===== config.mk =====
export PLATFORM = sky130hd
export DESIGN_NAME = intel_hex_record_parser_unit
export DESIGN_NICKNAME = d
export VERILOG_FILES = /design/src/design/ihex_pkg.sv /design/src/design/ihex_ram.sv /design/src/design/intel_hex_record_parser_unit.sv
export SDC_FILE = /design/constraint.sdc
export NUM_CORES = 1
export LEC_CHECK = 0
export ABC_CLOCK_PERIOD_IN_PS = 10400
export BUFFER_PORTS_ARGS = -buffer_cell sky130_fd_sc_hd__buf_2
export CAP_MARGIN = 15
export CELL_PAD_IN_SITES_DETAIL_PLACEMENT = 1
export CELL_PAD_IN_SITES_GLOBAL_PLACEMENT = 2
export CORE_AREA = 2 2 210 212
export DETAILED_ROUTE_END_ITERATION = 12
export DIE_AREA = 0 0 212 214
export GPL_TIMING_DRIVEN = 0
export PLACE_DENSITY_LB_ADDON = 0.1
export SYNTH_ARGS = -nofsm -noshare
export SYNTH_HDL_FRONTEND = slang
export SYNTH_SLANG_ARGS = --single-unit

===== constraint.sdc =====
create_clock -name clk -period 10.4 [get_ports clk]
set_input_delay 2.08 -clock clk [delete_from_list [all_inputs] [get_ports clk]]
set_output_delay 2.08 -clock clk [all_outputs]
set_load 0.02 [all_outputs]

===== src/design/ihex_pkg.sv =====
`timescale 1ns / 1ps

package ihex_pkg;

    localparam int MAX_LINE_BYTES = 32;
    localparam int LB_AW = (MAX_LINE_BYTES > 1) ? $clog2(MAX_LINE_BYTES) : 1;

    localparam logic [8:0] LINE_MIN_LEN = 9'd11;
    localparam logic [8:0] IDX_SAT      = 9'd511;
    localparam logic [7:0] CHAR_NL      = 8'd10;
    localparam logic [7:0] CHAR_COLON   = 8'h3A;

    localparam logic [7:0] REC_DATA = 8'd0;
    localparam logic [7:0] REC_EOF  = 8'd1;
    localparam logic [7:0] REC_ELA  = 8'd4;

    localparam logic [1:0] KIND_DATA     = 2'd0;
    localparam logic [1:0] KIND_LINE_OK  = 2'd1;
    localparam logic [1:0] KIND_FILE_OK  = 2'd2;
    localparam logic [1:0] KIND_FILE_BAD = 2'd3;

    localparam logic [3:0] ERR_NONE     = 4'd0;
    localparam logic [3:0] ERR_SHORT    = 4'd1;
    localparam logic [3:0] ERR_NO_COLON = 4'd2;
    localparam logic [3:0] ERR_COUNT    = 4'd3;
    localparam logic [3:0] ERR_CHECKSUM = 4'd4;
    localparam logic [3:0] ERR_TYPE     = 4'd5;
    localparam logic [3:0] ERR_NO_EOF   = 4'd6;
    localparam logic [3:0] ERR_DIGIT    = 4'd7;
    localparam logic [3:0] ERR_TOO_LONG = 4'd8;

    typedef struct packed {
        logic [7:0] char_code;
        logic       final_char;
    } char_item_t;

    typedef struct packed {
        logic [1:0]  kind;
        logic [31:0] byte_address;
        logic [7:0]  byte_value;
        logic [3:0]  error_code;
        logic        run_last;
    } res_item_t;

    typedef enum logic [6:0] {
        S_RUN  = 7'b0000001,
        S_EVAL = 7'b0000010,
        S_RD   = 7'b0000100,
        S_BYTE = 7'b0001000,
        S_REJ  = 7'b0010000,
        S_LINE = 7'b0100000,
        S_FILE = 7'b1000000
    } state_t;

endpackage


===== src/design/ihex_ram.sv =====
`timescale 1ns / 1ps

module ihex_ram #(
    parameter int WIDTH = 8,
    parameter int DEPTH = 32,
    parameter int AW    = (DEPTH > 1) ? $clog2(DEPTH) : 1
) (
    input  logic             clk,
    input  logic             wr_en,
    input  logic [AW-1:0]    wr_addr,
    input  logic [WIDTH-1:0] wr_data,
    input  logic             rd_en,
    input  logic [AW-1:0]    rd_addr,
    output logic [WIDTH-1:0] rd_data
);

    logic [WIDTH-1:0] mem [DEPTH];
    logic [WIDTH-1:0] rd_data_reg;

    always_ff @(posedge clk)
    begin
        if (wr_en)
        begin
            mem[wr_addr] <= wr_data;
        end
        if (rd_en)
        begin
            rd_data_reg <= mem[rd_addr];
        end
    end

    assign rd_data = rd_data_reg;

endmodule


===== src/design/intel_hex_record_parser_unit.sv =====
`timescale 1ns / 1ps
// first result: after a line's newline or final item is accepted, the line passes S_EVAL; then
// S_REJ or S_LINE registers its first result, or S_RD then S_BYTE when the line carries data bytes
// input: one character per cycle inside a line; a passing line then holds input off through
// S_EVAL, an S_RD ram read and an S_BYTE emit per data byte, S_LINE, and S_FILE at end of file,
// and longer when the output stalls
// reset: asynchronous, active low; clears parse and file state, line buffer ram is not cleared

module intel_hex_record_parser_unit
    import ihex_pkg::*;
(
    input  logic       clk,
    input  logic       rst_n,
    input  logic       char_valid,
    output logic       char_ready,
    input  char_item_t char_item,
    output logic       res_valid,
    input  logic       res_ready,
    output res_item_t  res_item
);

    state_t state_reg, state_next;

    logic [8:0]  char_index_reg, char_index_next;
    logic [3:0]  nibble_reg, nibble_next;
    logic [7:0]  sum_reg, sum_next;
    logic [7:0]  count_reg, count_next;
    logic [15:0] offset_reg, offset_next;
    logic [7:0]  type_reg, type_next;
    logic [7:0]  last_byte_reg, last_byte_next;
    logic [7:0]  byte0_reg, byte0_next;
    logic [7:0]  byte1_reg, byte1_next;
    logic [15:0] upper_reg, upper_next;
    logic        failed_reg, failed_next;
    logic        colon_reg, colon_next;
    logic        hi_bad_reg, hi_bad_next;
    logic        bad_digit_reg, bad_digit_next;
    logic        too_long_reg, too_long_next;
    logic        fin_reg, fin_next;
    logic [3:0]  err_reg, err_next;
    logic [LB_AW-1:0] drain_idx_reg, drain_idx_next;

    logic      res_valid_reg, res_valid_next;
    res_item_t res_item_reg, res_item_next;

    logic             ram_wr_en;
    logic [LB_AW-1:0] ram_wr_addr;
    logic             ram_rd_en;
    logic [7:0]       ram_rd_data;

    logic        accept;
    logic        slot_free;
    logic [4:0]  hex_d;
    logic [3:0]  nib;
    logic [7:0]  pair_val;
    logic [7:0]  pair_idx;
    logic [7:0]  buf_idx;
    logic [8:0]  tmp9;
    logic [3:0]  line_err;
    logic [7:0]  idx_plus;
    logic        drain_last;
    logic        clear_line;
    logic        clear_file;

    // bit 4 set when the character is a hex digit
    function automatic logic [4:0] hex_val(input logic [7:0] c);
        logic [4:0] r;
        r = 5'd0;
        if (c >= 8'h30 && c <= 8'h39)
        begin
            r = {1'b1, 4'(c - 8'h30)};
        end
        else if (c >= 8'h41 && c <= 8'h46)
        begin
            r = {1'b1, 4'(c - 8'h37)};
        end
        else if (c >= 8'h61 && c <= 8'h66)
        begin
            r = {1'b1, 4'(c - 8'h57)};
        end
        return r;
    endfunction

    assign char_ready = (state_reg == S_RUN);
    assign accept     = char_valid && char_ready;
    assign slot_free  = !res_valid_reg || res_ready;
    assign res_valid  = res_valid_reg;
    assign res_item   = res_item_reg;

    assign hex_d    = hex_val(char_item.char_code);
    assign nib      = hex_d[4] ? hex_d[3:0] : 4'd0;
    assign pair_val = {nibble_reg, nib};
    assign tmp9     = (char_index_reg - 9'd2) >> 1;
    assign pair_idx = tmp9[7:0];
    assign buf_idx  = pair_idx - 8'd5;

    // ram is only written while characters stream and only read while draining
    assign ram_wr_en = accept && (char_item.char_code != CHAR_NL)
        && (char_index_reg != IDX_SAT) && (char_index_reg != 9'd0)
        && !char_index_reg[0] && (pair_idx >= 8'd5)
        && (buf_idx < 8'(MAX_LINE_BYTES));
    assign ram_wr_addr = buf_idx[LB_AW-1:0];
    assign ram_rd_en   = (state_reg == S_RD);

    ihex_ram #(
        .WIDTH (8),
        .DEPTH (MAX_LINE_BYTES)
    ) u_line_ram (
        .clk     (clk),
        .wr_en   (ram_wr_en),
        .wr_addr (ram_wr_addr),
        .wr_data (last_byte_reg),
        .rd_en   (ram_rd_en),
        .rd_addr (drain_idx_reg),
        .rd_data (ram_rd_data)
    );

    always_comb
    begin
        line_err = ERR_NONE;
        if (char_index_reg < LINE_MIN_LEN)
        begin
            line_err = ERR_SHORT;
        end
        else if (!colon_reg)
        begin
            line_err = ERR_NO_COLON;
        end
        else if (bad_digit_reg)
        begin
            line_err = ERR_DIGIT;
        end
        else if (too_long_reg)
        begin
            line_err = ERR_TOO_LONG;
        end
        else if ({1'b0, count_reg} != ((char_index_reg - LINE_MIN_LEN) >> 1))
        begin
            line_err = ERR_COUNT;
        end
        else if (sum_reg != 8'd0)
        begin
            line_err = ERR_CHECKSUM;
        end
        else if (type_reg > REC_EOF && !(type_reg == REC_ELA && count_reg == 8'd2))
        begin
            line_err = ERR_TYPE;
        end
    end

    assign idx_plus   = 8'(drain_idx_reg) + 8'd1;
    assign drain_last = (idx_plus == count_reg) || (idx_plus == 8'(MAX_LINE_BYTES));

    always_comb
    begin
        state_next      = state_reg;
        char_index_next = char_index_reg;
        nibble_next     = nibble_reg;
        sum_next        = sum_reg;
        count_next      = count_reg;
        offset_next     = offset_reg;
        type_next       = type_reg;
        last_byte_next  = last_byte_reg;
        byte0_next      = byte0_reg;
        byte1_next      = byte1_reg;
        upper_next      = upper_reg;
        failed_next     = failed_reg;
        colon_next      = colon_reg;
        hi_bad_next     = hi_bad_reg;
        bad_digit_next  = bad_digit_reg;
        too_long_next   = too_long_reg;
        fin_next        = fin_reg;
        err_next        = err_reg;
        drain_idx_next  = drain_idx_reg;
        res_valid_next  = res_valid_reg && !res_ready;
        res_item_next   = res_item_reg;
        clear_line      = 1'b0;
        clear_file      = 1'b0;

        unique case (state_reg)
            S_RUN:
            begin
                if (accept)
                begin
                    if (char_item.char_code != CHAR_NL && char_index_reg != IDX_SAT)
                    begin
                        char_index_next = char_index_reg + 9'd1;
                        if (char_index_reg == 9'd0)
                        begin
                            colon_next = (char_item.char_code == CHAR_COLON);
                        end
                        else if (char_index_reg[0])
                        begin
                            nibble_next = nib;
                            hi_bad_next = !hex_d[4];
                        end
                        else
                        begin
                            if (hi_bad_reg || !hex_d[4])
                            begin
                                bad_digit_next = 1'b1;
                            end
                            sum_next = sum_reg + pair_val;
                            case (pair_idx)
                                8'd0: count_next = pair_val;
                                8'd1: offset_next = {pair_val, offset_reg[7:0]};
                                8'd2: offset_next = {offset_reg[15:8], pair_val};
                                8'd3: type_next = pair_val;
                                default:
                                begin
                                    if (pair_idx >= 8'd5)
                                    begin
                                        if (buf_idx >= 8'(MAX_LINE_BYTES))
                                        begin
                                            too_long_next = 1'b1;
                                        end
                                        else if (buf_idx == 8'd0)
                                        begin
                                            byte0_next = last_byte_reg;
                                        end
                                        else if (buf_idx == 8'd1)
                                        begin
                                            byte1_next = last_byte_reg;
                                        end
                                    end
                                    last_byte_next = pair_val;
                                end
                            endcase
                        end
                    end
                    if (char_item.char_code == CHAR_NL || char_item.final_char)
                    begin
                        if (failed_reg)
                        begin
                            // a failed file stays silent until its last character
                            clear_line = 1'b1;
                            clear_file = char_item.final_char;
                        end
                        else
                        begin
                            fin_next   = char_item.final_char;
                            state_next = S_EVAL;
                        end
                    end
                end
            end
            S_EVAL:
            begin
                drain_idx_next = '0;
                if (line_err != ERR_NONE)
                begin
                    err_next   = line_err;
                    state_next = S_REJ;
                end
                else if (fin_reg && type_reg != REC_EOF)
                begin
                    err_next   = ERR_NO_EOF;
                    state_next = S_REJ;
                end
                else
                begin
                    if (type_reg == REC_ELA)
                    begin
                        upper_next = {byte0_reg, byte1_reg};
                    end
                    if (type_reg == REC_DATA && count_reg != 8'd0)
                    begin
                        state_next = S_RD;
                    end
                    else
                    begin
                        state_next = S_LINE;
                    end
                end
            end
            S_RD:
            begin
                state_next = S_BYTE;
            end
            S_BYTE:
            begin
                if (slot_free)
                begin
                    res_valid_next             = 1'b1;
                    res_item_next.kind         = KIND_DATA;
                    res_item_next.byte_address = {upper_reg, offset_reg} + 32'(drain_idx_reg);
                    res_item_next.byte_value   = ram_rd_data;
                    res_item_next.error_code   = ERR_NONE;
                    res_item_next.run_last     = 1'b0;
                    if (drain_last)
                    begin
                        state_next = S_LINE;
                    end
                    else
                    begin
                        drain_idx_next = drain_idx_reg + LB_AW'(1);
                        state_next     = S_RD;
                    end
                end
            end
            S_REJ:
            begin
                if (slot_free)
                begin
                    res_valid_next             = 1'b1;
                    res_item_next.kind         = KIND_FILE_BAD;
                    res_item_next.byte_address = 32'd0;
                    res_item_next.byte_value   = 8'd0;
                    res_item_next.error_code   = err_reg;
                    res_item_next.run_last     = 1'b1;
                    failed_next                = 1'b1;
                    clear_line                 = 1'b1;
                    clear_file                 = fin_reg;
                    state_next                 = S_RUN;
                end
            end
            S_LINE:
            begin
                if (slot_free)
                begin
                    res_valid_next             = 1'b1;
                    res_item_next.kind         = KIND_LINE_OK;
                    res_item_next.byte_address = 32'd0;
                    res_item_next.byte_value   = 8'd0;
                    res_item_next.error_code   = ERR_NONE;
                    res_item_next.run_last     = !fin_reg;
                    if (fin_reg)
                    begin
                        state_next = S_FILE;
                    end
                    else
                    begin
                        clear_line = 1'b1;
                        state_next = S_RUN;
                    end
                end
            end
            S_FILE:
            begin
                if (slot_free)
                begin
                    res_valid_next             = 1'b1;
                    res_item_next.kind         = KIND_FILE_OK;
                    res_item_next.byte_address = 32'd0;
                    res_item_next.byte_value   = 8'd0;
                    res_item_next.error_code   = ERR_NONE;
                    res_item_next.run_last     = 1'b1;
                    clear_line                 = 1'b1;
                    clear_file                 = 1'b1;
                    state_next                 = S_RUN;
                end
            end
            default:
            begin
                state_next = S_RUN;
            end
        endcase

        if (clear_line)
        begin
            char_index_next = 9'd0;
            nibble_next     = 4'd0;
            sum_next        = 8'd0;
            count_next      = 8'd0;
            offset_next     = 16'd0;
            type_next       = 8'd0;
            last_byte_next  = 8'd0;
            colon_next      = 1'b0;
            hi_bad_next     = 1'b0;
            bad_digit_next  = 1'b0;
            too_long_next   = 1'b0;
            fin_next        = 1'b0;
        end
        if (clear_file)
        begin
            upper_next  = 16'd0;
            failed_next = 1'b0;
        end
    end

    always_ff @(posedge clk or negedge rst_n)
    begin
        if (!rst_n)
        begin
            state_reg      <= S_RUN;
            char_index_reg <= '0;
            nibble_reg     <= '0;
            sum_reg        <= '0;
            count_reg      <= '0;
            offset_reg     <= '0;
            type_reg       <= '0;
            last_byte_reg  <= '0;
            byte0_reg      <= '0;
            byte1_reg      <= '0;
            upper_reg      <= '0;
            failed_reg     <= 1'b0;
            colon_reg      <= 1'b0;
            hi_bad_reg     <= 1'b0;
            bad_digit_reg  <= 1'b0;
            too_long_reg   <= 1'b0;
            fin_reg        <= 1'b0;
            err_reg        <= '0;
            drain_idx_reg  <= '0;
            res_valid_reg  <= 1'b0;
        end
        else
        begin
            state_reg      <= state_next;
            char_index_reg <= char_index_next;
            nibble_reg     <= nibble_next;
            sum_reg        <= sum_next;
            count_reg      <= count_next;
            offset_reg     <= offset_next;
            type_reg       <= type_next;
            last_byte_reg  <= last_byte_next;
            byte0_reg      <= byte0_next;
            byte1_reg      <= byte1_next;
            upper_reg      <= upper_next;
            failed_reg     <= failed_next;
            colon_reg      <= colon_next;
            hi_bad_reg     <= hi_bad_next;
            bad_digit_reg  <= bad_digit_next;
            too_long_reg   <= too_long_next;
            fin_reg        <= fin_next;
            err_reg        <= err_next;
            drain_idx_reg  <= drain_idx_next;
            res_valid_reg  <= res_valid_next;
        end
    end

    always_ff @(posedge clk)
    begin
        res_item_reg <= res_item_next;
    end

    a_state_onehot: assert property (@(posedge clk) disable iff (!rst_n)
        $onehot(state_reg))
        else $error("parser state not one-hot");

    a_reject_has_code: assert property (@(posedge clk) disable iff (!rst_n)
        res_valid && res_item.kind == KIND_FILE_BAD |-> res_item.error_code != ERR_NONE)
        else $error("file rejected without an error code");

    a_data_not_last: assert property (@(posedge clk) disable iff (!rst_n)
        res_valid && res_item.kind == KIND_DATA |-> !res_item.run_last)
        else $error("data byte marked as last result of an item");

    a_drain_in_range: assert property (@(posedge clk) disable iff (!rst_n)
        state_reg == S_BYTE |-> 8'(drain_idx_reg) < count_reg)
        else $error("drain index past the record byte count");

endmodule

Word level (Yosys, flattened, before mapping)
Memory sizes are Yosys's and may differ from the RTL's. A register that Yosys moved wholly into a read port is not among the register bits.
Cells that the tools add are included.
W data, S select, Z words.
{"block": "classes", "n_addsub": 11, "reduce_logical": 77, "n_bitwise": 5, "eq_ne": 38, "order_cmp": 11, "muxes": 133}
{"operator": "$mux W8", "count": 27}
{"operator": "$mux W47", "count": 4}
{"operator": "$pmux W47 S4", "count": 1}
{"operator": "$mux W16", "count": 11}
{"operator": "$mux W4", "count": 13}
{"operator": "$mux W1", "count": 49}
{"operator": "$mux W7", "count": 7}
{"operator": "$pmux W7 S6", "count": 1}
{"operator": "$reduce_bool A2 Y1", "count": 19}
{"operator": "$mux W9", "count": 4}
{"operator": "$add A32 B5 Y32", "count": 1}
{"operator": "$pmux W16 S2", "count": 1}
{"operator": "$reduce_and A6 Y1", "count": 5}
{"operator": "$mux W5", "count": 5}
{"operator": "$eq A8 B2 Y1 const B", "count": 3}
{"operator": "$logic_not A8 Y1", "count": 3}
{"operator": "$mux W6", "count": 4}
{"operator": "$ne A2 B2 Y1 const B", "count": 11}
{"operator": "$eq A8 B1 Y1 const B", "count": 2}
{"operator": "$ge A8 B6 Y1 const B", "count": 2}
{"operator": "$ge A8 B7 Y1 const B", "count": 2}
{"operator": "$le A8 B7 Y1 const B", "count": 2}
{"operator": "$logic_and A1 B1 Y1", "count": 16}
{"operator": "$reduce_bool A8 Y1", "count": 2}
{"operator": "other kinds (50)", "count": 80}
{"block": "word_totals", "input_bits": 13, "mem_count": 1, "ramBits": 256, "regBits": 163, "output_inout_bits": 49, "word_cells": 302}
{"memory": "u_line_ram.mem", "words": 32, "width": 8, "rd": 1, "rd_ports_with_merged_regs": 1, "write_ports": 1, "line_no": "ihex_ram.sv:17", "source": "logic [WIDTH-1:0] mem [DEPTH];"}

Depth between registers and ports, before layout
Gate-level depths: netlist of run 1.
{"block": "logic_depth", "word_depth": 15, "mapped_depth": 15, "ltp_nobuf": 15}

By module
A second synthesis of run 1 with hierarchy kept.
{"block": "unflattened", "hier_cells": 1319, "hier_area_um2": 19143.4}
{"mod": "ihex_ram", "seq_area_each_um2": 7927.6, "cells_each": 417, "area_per_inst_um2": 10133.5, "instances": 1}
{"mod": "intel_hex_record_parser_unit", "seq_area_each_um2": 4315.4, "cells_each": 902, "area_per_inst_um2": 9009.9, "instances": 1}

Worst setup path after synthesis of run 1
No wires, ideal clock.
{"block": "synth_path", "path_kind": "input port to flip-flop", "from": "input char_item[4] (netlist name)", "to": "register sum_reg[7]", "setup_ns": 0.078, "path_buffers": 0, "arrival_time_ns": 5.451, "setup_slack_ns": 4.871, "cell_stages": 12, "t_required_ns": 10.322, "path_cell_list": "or4b_2 a311oi_1 nor2b_1 o21ai_0 o21ai_1 ha_1 a21oi_1 o21ai_0 a2111oi_0 nor4_1 or4_1 a21oi_1"}
{"block": "synth_via", "elab_chain_len": 13, "word_cells_on_any_way": 36, "cone_classes": "add/sub: 4; order compare: 6; eq/ne: 4; mux: 13; reduce/logical: 9"}
{"item": "start, declared", "line_no": "intel_hex_record_parser_unit.sv:16", "source": "input char_item_t char_item,"}
{"item": "$ge A8 B7 Y1 / $le A8 B7 Y1 (equally long branches)", "line_no": "intel_hex_record_parser_unit.sv:77", "source": "else if (c >= 8'h61 && c <= 8'h66)"}
{"item": "$logic_and A1 B1 Y1", "line_no": "intel_hex_record_parser_unit.sv:77"}
{"item": "$mux W5", "line_no": "intel_hex_record_parser_unit.sv:77"}
{"item": "$mux W5", "line_no": "intel_hex_record_parser_unit.sv:73", "source": "else if (c >= 8'h41 && c <= 8'h46)"}
{"item": "$mux W5", "line_no": "intel_hex_record_parser_unit.sv:69", "source": "if (c >= 8'h30 && c <= 8'h39)"}
{"item": "$mux W4", "line_no": "intel_hex_record_parser_unit.sv:91", "source": "assign nib = hex_d[4] ? hex_d[3:0] : 4'd0;"}
{"item": "$add A8 B8 Y8", "line_no": "intel_hex_record_parser_unit.sv:203", "source": "sum_next = sum_reg + pair_val;"}
{"item": "$mux W8", "line_no": "intel_hex_record_parser_unit.sv:192", "source": "else if (char_index_reg[0])"}
{"item": "$mux W8", "line_no": "intel_hex_record_parser_unit.sv:188", "source": "if (char_index_reg == 9'd0)"}
{"item": "$mux W8", "line_no": "intel_hex_record_parser_unit.sv:185", "source": "if (char_item.char_code != CHAR_NL && char_index_reg != IDX_SAT)"}
{"item": "$mux W8", "line_no": "intel_hex_record_parser_unit.sv:183", "source": "if (accept)"}
{"item": "$mux W8", "line_no": "intel_hex_record_parser_unit.sv:180", "source": "unique case (state_reg)"}
{"item": "$mux W8", "line_no": "intel_hex_record_parser_unit.sv:359", "source": "if (clear_line)"}
{"item": "end signal, assigned", "line_no": "intel_hex_record_parser_unit.sv:411", "source": "sum_reg <= sum_next;"}
{"item": "end, declared", "line_no": "intel_hex_record_parser_unit.sv:26", "source": "logic [7:0] sum_reg, sum_next;"}
Parallel ways exist; a longest one is shown, timed or not. The select of a mux whose other input is x is not followed.
A chain may end at the register's enable or synchronous reset.

Worst setup path in the final report of run 1
Ends and elaborated chain as after synthesis.

==> impl_metrics.xml, run 1 <==
<?xml version="1.0" encoding="UTF-8"?>
<metrics>
  <group name="status">
    <metric name="status" unit="">complete, no violations</metric>
  </group>
  <group name="floorplan">
    <metric name="floorplan.rows" unit="">76</metric>
    <metric name="core_area" unit="um2">42900</metric>
    <metric name="die_y" unit="um">214</metric>
    <metric name="initial_standard_cell_utilization_of_the_core" unit="">0.449</metric>
    <metric name="floorplan.die_area" unit="um2">45400</metric>
    <metric name="io_pins" unit="">62</metric>
    <metric name="die_x" unit="um">212</metric>
  </group>
  <group name="placement">
    <metric name="buffer_ports.inserted" unit="">61</metric>
    <metric name="gp_congestion" unit="">0.797</metric>
    <metric name="preCtsSetupSlack" unit="ns">3.88</metric>
    <metric name="dp_hpwl" unit="um">36100</metric>
    <metric name="place_inst" unit="">2000</metric>
  </group>
  <group name="worst_hold_path">
    <metric name="hold_class" unit="">flip-flop to flip-flop</metric>
  </group>
  <group name="logic_synthesis">
    <metric name="most_common_flop_cell_mapped_by_yosys" unit="">edfxtp_1</metric>
    <metric name="yosysTopAreaCellShare" unit="">0.485</metric>
    <metric name="synth.cell_area" unit="um2">19300</metric>
    <metric name="share_of_flip_flops_with_an_asynchronous_set_or_reset_after_synthesis" unit="">0.272</metric>
    <metric name="yosysWarningCount" unit="">0</metric>
    <metric name="post_synth_inst_count" unit="">1335</metric>
    <metric name="cell_taking_the_most_area_after_synthesis" unit="">edfxtp_1</metric>
    <metric name="synth-seq-area-share" unit="">0.635</metric>
    <metric name="synth.ff_latch_count" unit="">427</metric>
    <metric name="synth_area_per_cell" unit="um2">14.4</metric>
    <metric name="synth_enable_flop_cells" unit="">311</metric>
    <metric name="netlist-cell-type-count" unit="">72</metric>
    <metric name="net_count_after_synthesis" unit="">1377</metric>
    <metric name="synth_top_cells_by_area" unit="">edfxtp_1 48%, dfrtp_1 15%, mux4_2 9.4%, mux2i_1 3.1%, nor2_1 2.6%</metric>
  </group>
  <group name="clocking">
    <metric name="cts.reportedPaths.clkPinSlew" unit="ns">0.06</metric>
    <metric name="clock_path_buffers" unit="">3</metric>
    <metric name="tritoncts" unit="">built</metric>
    <metric name="cts-buffers-inserted" unit="">46</metric>
    <metric name="clock_insertion_delay_worst_skew" unit="ns">0.61</metric>
    <metric name="post_cts.repair.setup_buffers" unit="">0</metric>
    <metric name="number_of_hold_buffers_added_after_cts" unit="">0</metric>
    <metric name="h-tree-depth" unit="">2</metric>
    <metric name="cts_resized" unit="">0</metric>
    <metric name="cts-root-buf" unit="">clkbuf_16</metric>
    <metric name="clock_sink_count" unit="">427</metric>
  </group>
  <group name="layout">
    <metric name="flow.area_growth_from_synthesis" unit="%">16.0</metric>
    <metric name="final_cell_mix" unit="">311 x edfxtp_1, 135 x nor2_1, 115 x dfrtp_1, 80 x mux4_2, 79 x nand2_1</metric>
    <metric name="final_common_cell" unit="">edfxtp_1</metric>
    <metric name="layout.nets" unit="">1511</metric>
    <metric name="post_route_cells_drive_above_1_share" unit="">0.209</metric>
    <metric name="number_of_flip_flops_in_the_largest_register" unit="">256</metric>
    <metric name="antennaDiodeCount" unit="">0</metric>
    <metric name="fin_cells" unit="">2092</metric>
  </group>
  <group name="pwr">
    <metric name="power_switching" unit="W">0.00170</metric>
    <metric name="power_share_of_the_combinational_group" unit="">0.240</metric>
    <metric name="ir_worst_vdd" unit="mV">0.158</metric>
    <metric name="pwr-share-clk" unit="">0.334</metric>
    <metric name="power.internal" unit="W">0.00345</metric>
    <metric name="power.share.sequential" unit="">0.426</metric>
    <metric name="power.static_leakage" unit="nW">8.24</metric>
    <metric name="power_switching_share" unit="">0.329</metric>
    <metric name="power.density" unit="nW/um2">230</metric>
  </group>
  <group name="critical_path">
    <metric name="critical_path.max_fanout" unit="">6</metric>
    <metric name="worstSetupPathType" unit="">primary input to flip-flop</metric>
    <metric name="setup.worst_path.end_class" unit="">flip-flop</metric>
    <metric name="critical_path.startpoint_type" unit="">primary input</metric>
    <metric name="timing.critical_path.required" unit="ns">10.91</metric>
    <metric name="worst_ep_arrival_time" unit="ns">6.40</metric>
  </group>
  <group name="global_routing">
    <metric name="grt.total_usage" unit="">0.231</metric>
    <metric name="maximum_number_of_pins_on_one_net_before_global_route_repair" unit="">90</metric>
    <metric name="grt_first_pass_wirelength" unit="um">77600</metric>
    <metric name="grt_pass1_vias" unit="">12400</metric>
    <metric name="antenna_violations_before_repair" unit="">1</metric>
    <metric name="overflow" unit="">0</metric>
  </group>
  <group name="drt">
    <metric name="dr_total_vias" unit="">11700</metric>
    <metric name="via_per_inst" unit="">5.59</metric>
    <metric name="drt_pre_antenna_iters" unit="">4</metric>
    <metric name="drtIter0Drc" unit="">834</metric>
    <metric name="detail_route.wl_per_cell" unit="um">24.4</metric>
    <metric name="ant_nets" unit="">0</metric>
    <metric name="drt_wl_total" unit="um">51100</metric>
    <metric name="drc" unit="">0</metric>
  </group>
  <group name="timing">
    <metric name="rsz_0062_raised_after_global_routing" unit="">false</metric>
    <metric name="layout_min_cycle_time" unit="ns">5.89</metric>
    <metric name="timing_max_transition_violations_final" unit="">0</metric>
    <metric name="period_utilization" unit="">0.567</metric>
    <metric name="final_hold_viol_count" unit="">0</metric>
    <metric name="aggregate_negative_setup_slack" unit="ns">0</metric>
    <metric name="max_slew_margin" unit="">0.231</metric>
    <metric name="report.final.setup_viol" unit="">0</metric>
    <metric name="fin_worst_skew" unit="ns">0.0250</metric>
    <metric name="fmax" unit="MHz">170</metric>
    <metric name="layout_setup_ws" unit="ns">4.51</metric>
    <metric name="timing_worst_slew_pin_value" unit="ns">1.15</metric>
  </group>
  <group name="run">
    <metric name="number_of_max_cap_violations" unit="">0</metric>
  </group>
</metrics>
area by class of cell:
| type | count | area [um2] |
|---|---|---|
| Fill cell | 4131 | 20500 |
| Sequential cell | 427 | 12200 |
| Multi-Input combinational cell | 800 | 6670 |
| Clock buffer | 65 | 1290 |
| Tap cell | 585 | 732 |
| Timing Repair Buffer | 86 | 681 |
| Clock inverter | 21 | 299 |
| Buffer | 63 | 275 |
| Inverter | 45 | 169 |
per-stage QoR:
stage / instance area [um2] / hold WS, ns / util / total power, W
final: 22400 / 0.500 / 0.521 / 0.00515
after floorplan: 19300 / 0.441 / - / 0.00295
after global routing: 22400 / 0.514 / 0.521 / 0.00538
after detailed placement: 20700 / 0.493 / 0.482 / 0.00344
after CTS: 22200 / 0.505 / 0.519 / 0.00516
after global placement: 20300 / 0.478 / 0.473 / 0.00334
cells by family after synthesis:
logic type | after synthesis | synth area share
adder cells (fa/ha/maj) | 29 | 0.0196
flip-flops | 427 | 0.635
AND/OR/NAND/NOR | 400 | 0.102
XOR/XNOR | 62 | 0.0282
multiplexers | 165 | 0.139
AO/OA/AOI/OAI | 144 | 0.0521
buffers and inverters | 108 | 0.0231
cell usage after synthesis (all sizes together) (13+ instances only):
master	count
nand3	34
a21o	13
xnor2	41
o21ai	31
inv	45
nor4	34
dfrtp	115
xor2	21
a21oi	45
mux2i	59
nor3	23
mux2	26
buf	23
clkbuf	40
nor2	135
nand4	13
nand2	79
edfxtp	311
and2	17
mux4	80
ha	27
power by group through the flow:
stage          Combinational, W  Clock, W  Sequential, W
3_3_place_gp            0.00106         0        0.00228
2_1_floorplan          0.000755         0        0.00219
6_report                0.00124   0.00172        0.00219
5_1_grt                 0.00135   0.00181        0.00221
4_1_cts                 0.00118   0.00175        0.00222
3_5_place_dp            0.00118         0        0.00226
critical path: stages:
cell and delay [ns]:
buf_2 0.12, or4b_2 0.66, a311oi_1 0.59, nand2_1 0.12, o21ai_1 0.54, buf_6 0.23
ha_1 0.26, a21oi_1 0.24, o21ai_0 0.15, a2111oi_0 0.61, nor4_1 0.15, or4_1 0.49
a21oi_1 0.15
metal layers:
metal  wire length, um  track usage  vias to the layer above
met5                 0            0                        -
met4              1650       0.0852                        0
met3              2070       0.0342                       94
met2             24700        0.381                      253
met1             22700        0.311                     6007
li1                  -            -                     5334
worst paths after layout:
path / startpoint / end / slack [ns] / depth (start not counted)
max: char_item[4] / sum_reg[7] / 4.51 / 13
min: err_reg[3] / err_reg[3] / 0.50 / 1
max reg2reg: char_index_reg[2] / u_line_ram.mem[15][3] / 5.92 / 13
min reg2reg: err_reg[3] / err_reg[3] / 0.50 / 1
max in group asynchronous: rst_n / upper_reg[3] / 8.25 / 2
min in group asynchronous: rst_n / char_index_reg[2] / 1.37 / 1
Power figures use the tool's default switching activity.
==> run 2, diff against run 1 <==
--- a/config.mk
+++ b/config.mk
@@ -5,14 +5,14 @@
 export SDC_FILE = /design/constraint.sdc
 export NUM_CORES = 1
 export LEC_CHECK = 0
-export ABC_CLOCK_PERIOD_IN_PS = 10400
+export ABC_CLOCK_PERIOD_IN_PS = 5400
 export BUFFER_PORTS_ARGS = -buffer_cell sky130_fd_sc_hd__buf_2
 export CAP_MARGIN = 15
 export CELL_PAD_IN_SITES_DETAIL_PLACEMENT = 1
 export CELL_PAD_IN_SITES_GLOBAL_PLACEMENT = 2
-export CORE_AREA = 2 2 210 212
+export CORE_AREA = 2 2 220 222
 export DETAILED_ROUTE_END_ITERATION = 12
-export DIE_AREA = 0 0 212 214
+export DIE_AREA = 0 0 222 224
 export GPL_TIMING_DRIVEN = 0
 export PLACE_DENSITY_LB_ADDON = 0.1
 export SYNTH_ARGS = -nofsm -noshare
==> constraint.sdc (replaced) <==
create_clock -name clk -period 5.4 [get_ports clk]
set_input_delay 1.08 -clock clk [delete_from_list [all_inputs] [get_ports clk]]
set_output_delay 1.08 -clock clk [all_outputs]
set_load 0.02 [all_outputs]
==> impl_metrics.xml, run 2 (synthesis results as in run 1) <==
<?xml version="1.0" encoding="UTF-8"?>
<metrics>
  <group name="global_routing">
    <metric name="grt_first_pass_wirelength" unit="um">78700</metric>
    <metric name="antenna_violations_before_repair" unit="">0</metric>
    <metric name="overflow" unit="">0</metric>
    <metric name="grt.total_usage" unit="">0.211</metric>
    <metric name="grt_pass1_vias" unit="">12400</metric>
    <metric name="maximum_number_of_pins_on_one_net_before_global_route_repair" unit="">88</metric>
  </group>
  <group name="layout">
    <metric name="number_of_flip_flops_in_the_largest_register" unit="">256</metric>
    <metric name="flow.area_growth_from_synthesis" unit="%">16.6</metric>
    <metric name="final_common_cell" unit="">edfxtp_1</metric>
    <metric name="final_cell_mix" unit="">311 x edfxtp_1, 135 x nor2_1, 115 x dfrtp_1, 80 x mux4_2, 79 x nand2_1</metric>
    <metric name="layout.nets" unit="">1513</metric>
    <metric name="post_route_cells_drive_above_1_share" unit="">0.210</metric>
    <metric name="final_core_util" unit="">0.475</metric>
  </group>
  <group name="floorplan">
    <metric name="floorplan.die_area" unit="um2">49700</metric>
    <metric name="die_x" unit="um">222</metric>
    <metric name="die_y" unit="um">224</metric>
    <metric name="io_pins" unit="">62</metric>
    <metric name="initial_standard_cell_utilization_of_the_core" unit="">0.407</metric>
    <metric name="core_area" unit="um2">47300</metric>
    <metric name="floorplan.rows" unit="">80</metric>
  </group>
  <group name="critical_path">
    <metric name="critical_path.top_delay_family" unit="">compound AO/OA/AOI/OAI gates</metric>
    <metric name="worstSetupStartpoint" unit="">char_item[4]</metric>
    <metric name="critical-path-max-stage-delay" unit="ns">0.66</metric>
    <metric name="worstSetupPathType" unit="">primary input to flip-flop</metric>
    <metric name="setup.worst_path.end_class" unit="">flip-flop</metric>
    <metric name="r2r-start" unit="">char_index_reg[2]</metric>
    <metric name="critical_path.max_fanout" unit="">6</metric>
    <metric name="cp.buffers_inverters" unit="">2</metric>
    <metric name="slowest_cell_on_the_critical_path" unit="">or4b_2</metric>
    <metric name="timing.critical_path.required" unit="ns">5.91</metric>
    <metric name="crit_path_cell_trace" unit="">buf_2 &gt; or4b_2 &gt; a311oi_1 &gt; nor2b_1 &gt; o21ai_0 &gt; o21ai_1 &gt; buf_6 &gt; ha_1 &gt; a21oi_1 &gt; o21ai_0 &gt; a2111oi_0 &gt; nor4_1 &gt; or4_1 &gt; a21oi_1</metric>
    <metric name="critical_path.startpoint_type" unit="">primary input</metric>
    <metric name="worst_ep_arrival_time" unit="ns">5.27</metric>
  </group>
  <group name="clocking">
    <metric name="tritoncts" unit="">built</metric>
    <metric name="clock_path_buffers" unit="">3</metric>
    <metric name="cts.reportedPaths.clkPinSlew" unit="ns">0.06</metric>
    <metric name="cts-root-buf" unit="">clkbuf_16</metric>
    <metric name="h-tree-depth" unit="">2</metric>
    <metric name="cts-buffers-inserted" unit="">48</metric>
    <metric name="clock_insertion_delay_worst_skew" unit="ns">0.60</metric>
    <metric name="clock_sink_count" unit="">427</metric>
    <metric name="cts_resized" unit="">0</metric>
    <metric name="post_cts.repair.setup_buffers" unit="">0</metric>
    <metric name="number_of_hold_buffers_added_after_cts" unit="">0</metric>
  </group>
  <group name="drt">
    <metric name="ant_nets" unit="">0</metric>
    <metric name="drt_pre_antenna_iters" unit="">5</metric>
    <metric name="drt_wl_total" unit="um">51100</metric>
    <metric name="via_per_inst" unit="">5.48</metric>
    <metric name="drc" unit="">0</metric>
    <metric name="detail_route.wl_per_cell" unit="um">24.0</metric>
    <metric name="dr_total_vias" unit="">11700</metric>
    <metric name="drtIter0Drc" unit="">729</metric>
  </group>
  <group name="status">
    <metric name="status" unit="">complete, no violations</metric>
  </group>
  <group name="timing">
    <metric name="fin_worst_skew" unit="ns">0.0248</metric>
    <metric name="period_utilization" unit="">0.882</metric>
    <metric name="timing_worst_slew_pin_value" unit="ns">1.12</metric>
    <metric name="fmax" unit="MHz">210</metric>
    <metric name="final_hold_viol_count" unit="">0</metric>
    <metric name="aggregate_negative_setup_slack" unit="ns">0</metric>
    <metric name="report.final.setup_viol" unit="">0</metric>
    <metric name="layout_min_cycle_time" unit="ns">4.76</metric>
    <metric name="timing_max_transition_violations_final" unit="">0</metric>
    <metric name="rsz_0062_raised_after_global_routing" unit="">false</metric>
    <metric name="max_slew_margin" unit="">0.250</metric>
  </group>
  <group name="placement">
    <metric name="buffer_ports.inserted" unit="">61</metric>
    <metric name="gp_congestion" unit="">0.793</metric>
    <metric name="dp_hpwl" unit="um">36600</metric>
  </group>
  <group name="pwr">
    <metric name="ir_worst_vdd" unit="mV">0.367</metric>
    <metric name="power.density" unit="nW/um2">448</metric>
    <metric name="power.static_leakage" unit="nW">8.28</metric>
  </group>
  <group name="run">
    <metric name="number_of_max_cap_violations" unit="">0</metric>
  </group>
  <group name="worst_hold_path">
    <metric name="hold_class" unit="">primary input to asynchronous set/reset pin</metric>
  </group>
</metrics>
[run 2: power breakdown]
part	switching [W]	internal [W]
Clock	0.00134	0.00209
Combinational	0.00164	0.000778
Sequential	0.000304	0.00391
Total	0.00329	0.00678
[run 2: layout make-up]
class	instances	area (um2)
inverter	45	169
clock inverter	22	287
multi-input combinational	800	6670
sequential	427	12200
tap	615	769
fill	4669	24900
buffer	63	275
timing repair buffer	86	671
antenna	1	2.50
clock buffer	68	1390
[run 2: final timing paths]
path | slack (ns) | depth (start not counted) | endpoint
min in group clk | 0.49 | 1 | err_reg[3]
max in group asynchronous | 4.25 | 2 | upper_reg[8]
min reg2reg | 0.49 | 1 | err_reg[3]
max | 0.64 | 14 | sum_reg[7]
min | 0.36 | 1 | sum_reg[4]
max reg2reg | 1.02 | 10 | u_line_ram.mem[26][5]
[run 2: metal layers]
| layer | vias up | global-route usage | routed length [um] |
|---|---|---|---|
| met4 | 0 | 0.0527 | 1090 |
| met1 | 6022 | 0.287 | 23200 |
| met2 | 224 | 0.356 | 24900 |
| met3 | 69 | 0.0319 | 1920 |
| li1 | 5337 | - | - |
| met5 | - | 0 | 0 |
[run 2: per-stage QoR]
stage / power [W] / instances / area, um2 / worst slack [ns] / hold slack, ns
3_3_place_gp: 0.00645 / 2011 / 20300 / -0.480 / 0.481
5_1_grt: 0.0105 / 2126 / 22500 / 0.301 / 0.356
6_report: 0.0101 / 2127 / 22500 / 0.639 / 0.362
2_1_floorplan: 0.00568 / 1335 / 19300 / 0.871 / 0.441
4_1_cts: 0.0101 / 2120 / 22400 / 0.648 / 0.342
3_5_place_dp: 0.00665 / 2030 / 20700 / 0.0234 / 0.480
==> run 3, diff against run 2 <==
--- a/config.mk
+++ b/config.mk
@@ -5,7 +5,7 @@
 export SDC_FILE = /design/constraint.sdc
 export NUM_CORES = 1
 export LEC_CHECK = 0
-export ABC_CLOCK_PERIOD_IN_PS = 5400
+export ABC_CLOCK_PERIOD_IN_PS = 4300
 export BUFFER_PORTS_ARGS = -buffer_cell sky130_fd_sc_hd__buf_2
 export CAP_MARGIN = 15
 export CELL_PAD_IN_SITES_DETAIL_PLACEMENT = 1
@@ -18,3 +18,4 @@
 export SYNTH_ARGS = -nofsm -noshare
 export SYNTH_HDL_FRONTEND = slang
 export SYNTH_SLANG_ARGS = --single-unit
+export TNS_END_PERCENT = 50
==> constraint.sdc (replaced) <==
create_clock -name clk -period 4.3 [get_ports clk]
set_input_delay 0.86 -clock clk [delete_from_list [all_inputs] [get_ports clk]]
set_output_delay 0.86 -clock clk [all_outputs]
set_load 0.02 [all_outputs]
==> impl_metrics.xml, run 3 (synthesis results as in run 1) <==
<?xml version="1.0" encoding="UTF-8"?>
<metrics>
  <group name="drt">
    <metric name="drtIter0Drc" unit="">728</metric>
    <metric name="ant_nets" unit="">0</metric>
    <metric name="dr_total_vias" unit="">11700</metric>
    <metric name="detail_route.wl_per_cell" unit="um">24.2</metric>
    <metric name="drt_wl_total" unit="um">51900</metric>
    <metric name="via_per_inst" unit="">5.44</metric>
    <metric name="drc" unit="">0</metric>
    <metric name="drt_pre_antenna_iters" unit="">5</metric>
  </group>
  <group name="floorplan">
    <metric name="die_x" unit="um">222</metric>
    <metric name="initial_standard_cell_utilization_of_the_core" unit="">0.407</metric>
    <metric name="floorplan.die_area" unit="um2">49700</metric>
    <metric name="die_y" unit="um">224</metric>
    <metric name="floorplan.rows" unit="">80</metric>
    <metric name="io_pins" unit="">62</metric>
    <metric name="core_area" unit="um2">47300</metric>
  </group>
  <group name="layout">
    <metric name="n_fill_cell" unit="">4703</metric>
    <metric name="number_of_flip_flops_in_the_largest_register" unit="">256</metric>
    <metric name="final_common_cell" unit="">edfxtp_1</metric>
    <metric name="multiInputGateArea" unit="um2">6900</metric>
    <metric name="layout.nets" unit="">1530</metric>
    <metric name="post_route_cells_drive_above_1_share" unit="">0.236</metric>
    <metric name="final_cell_mix" unit="">311 x edfxtp_1, 115 x nor2_1, 115 x dfrtp_1, 80 x mux4_2, 79 x nand2_1</metric>
    <metric name="sequential_cell_area" unit="um2">12200</metric>
    <metric name="flow.area_growth_from_synthesis" unit="%">18.1</metric>
    <metric name="final_core_util" unit="">0.481</metric>
  </group>
  <group name="clocking">
    <metric name="cts-buffers-inserted" unit="">48</metric>
    <metric name="cts-root-buf" unit="">clkbuf_16</metric>
    <metric name="clock_insertion_delay_worst_skew" unit="ns">0.60</metric>
    <metric name="number_of_hold_buffers_added_after_cts" unit="">0</metric>
    <metric name="clock_sink_count" unit="">427</metric>
    <metric name="tritoncts" unit="">built</metric>
    <metric name="clock_path_buffers" unit="">3</metric>
    <metric name="h-tree-depth" unit="">2</metric>
    <metric name="cts.reportedPaths.clkPinSlew" unit="ns">0.06</metric>
  </group>
  <group name="placement">
    <metric name="dp_hpwl" unit="um">36300</metric>
    <metric name="buffer_ports.inserted" unit="">61</metric>
    <metric name="gp_congestion" unit="">0.774</metric>
  </group>
  <group name="run">
    <metric name="number_of_max_cap_violations" unit="">0</metric>
  </group>
  <group name="critical_path">
    <metric name="worstSetupPathType" unit="">flip-flop to flip-flop</metric>
    <metric name="setup.worst_path.end_class" unit="">flip-flop</metric>
    <metric name="critical_path.max_fanout" unit="">10</metric>
    <metric name="critical_path.startpoint_type" unit="">flip-flop</metric>
    <metric name="timing.critical_path.required" unit="ns">4.60</metric>
    <metric name="ff2ff_setup_slack" unit="ns">0.22</metric>
    <metric name="worst_ep_arrival_time" unit="ns">4.38</metric>
  </group>
  <group name="timing">
    <metric name="timing_worst_slew_pin_value" unit="ns">1.11</metric>
    <metric name="max_slew_margin" unit="">0.255</metric>
    <metric name="rsz_0062_raised_after_global_routing" unit="">false</metric>
    <metric name="fin_worst_skew" unit="ns">0.0240</metric>
    <metric name="timing_max_transition_violations_final" unit="">0</metric>
    <metric name="period_utilization" unit="">0.949</metric>
    <metric name="final_hold_viol_count" unit="">0</metric>
    <metric name="fmax" unit="MHz">245</metric>
    <metric name="layout_min_cycle_time" unit="ns">4.08</metric>
    <metric name="report.final.setup_viol" unit="">0</metric>
    <metric name="aggregate_negative_setup_slack" unit="ns">0</metric>
  </group>
  <group name="global_routing">
    <metric name="grt_first_pass_wirelength" unit="um">79400</metric>
    <metric name="grt.total_usage" unit="">0.214</metric>
    <metric name="maximum_number_of_pins_on_one_net_before_global_route_repair" unit="">83</metric>
    <metric name="overflow" unit="">0</metric>
    <metric name="grt_pass1_vias" unit="">12300</metric>
    <metric name="antenna_violations_before_repair" unit="">1</metric>
  </group>
  <group name="worst_hold_path">
    <metric name="hold_class" unit="">primary input to asynchronous set/reset pin</metric>
  </group>
  <group name="status">
    <metric name="status" unit="">complete, no violations</metric>
  </group>
  <group name="pwr">
    <metric name="ir_worst_vdd" unit="mV">0.374</metric>
    <metric name="power.density" unit="nW/um2">566</metric>
    <metric name="power.static_leakage" unit="nW">8.36</metric>
  </group>
</metrics>
[run 3: cell count changes in the layout (fill, tap and decap cells not counted), moves of 8 or more]
| cell | change |
|---|---|
| nor2_2 | +19 |
| buf_4 | +16 |
| nor4_2 | -8 |
| nor4_4 | +8 |
| nor2_1 | -20 |
[run 3: report_power, final]
group / leakage [nW] / switching [W] / internal, W
logic: 3.15 / 0.00232 / 0.00113
clock network: 0.777 / 0.00171 / 0.00242
registers: 4.43 / 0.000374 / 0.00491
total: 8.36 / 0.00441 / 0.00846
[run 3: cell type report]
cell class,count,share of cell area
clock inverter,29,0.0135
antenna,1,0.000110
sequential,427,0.538
inverter,45,0.00742
multi-input combinational,800,0.303
clock buffer,60,0.0561
buffer,63,0.0121
tap,615,0.0338
timing repair buffer,103,0.0362
[run 3: repair_timing]
| action | in CTS | in global routing |
|---|---|---|
| pin swaps | 1 | 8 |
| setup buffers | 2 | 15 |
| setup endpoints to repair | 179 | 274 |
| endpoints found under the hold margin | 0 | 0 |
| gates resized for setup | 15 | 32 |
[run 3: critical path, cell delays in order (launching register included)]
cell and delay (ns):
dfrtp_1 0.43, buf_2 0.22, buf_6 0.17, inv_1 0.14, ha_1 0.16, clkbuf_2 0.19, or3b_2 0.47, o32ai_2 0.18
a21oi_1 0.11, or3_4 0.42, a21oi_4 0.17, buf_4 0.18, o211ai_4 0.24, nor4_2 0.44, buf_4 0.26
[run 3: layer usage]
metal / up-vias / global-route usage / wire length, um
met3: 74 / 0.0316 / 1700
li1: 5365 / - / -
met1: 6007 / 0.290 / 23400
met4: 2 / 0.0687 / 1340
met2: 220 / 0.358 / 25400
met5: - / 0 / 13
[run 3: stage by stage]
stage          power, W  std cells  hold WS (ns)  setup WS [ns]  cell area (um2)
2_1_floorplan   0.00713       1335         0.441          0.111            19300
3_3_place_gp    0.00811       2011         0.462          -1.18            20300
3_5_place_dp    0.00836       2030         0.468         -0.674            20700
4_1_cts          0.0126       2121         0.138         -0.150            22300
5_1_grt          0.0135       2142         0.175         0.0162            22800
6_report         0.0129       2143         0.166          0.218            22800
[run 3: worst paths after layout]
check / depth (start not counted) / startpoint / endpoint
min in group clk: 1 / err_reg[3] / err_reg[3]
max: 14 / char_index_reg[2] / u_line_ram.mem[4][1]
min: 1 / rst_n / char_index_reg[2]
max in group asynchronous: 2 / rst_n / upper_reg[8]
min reg2reg: 1 / err_reg[3] / err_reg[3]
max reg2reg: 14 / char_index_reg[2] / u_line_ram.mem[4][1]
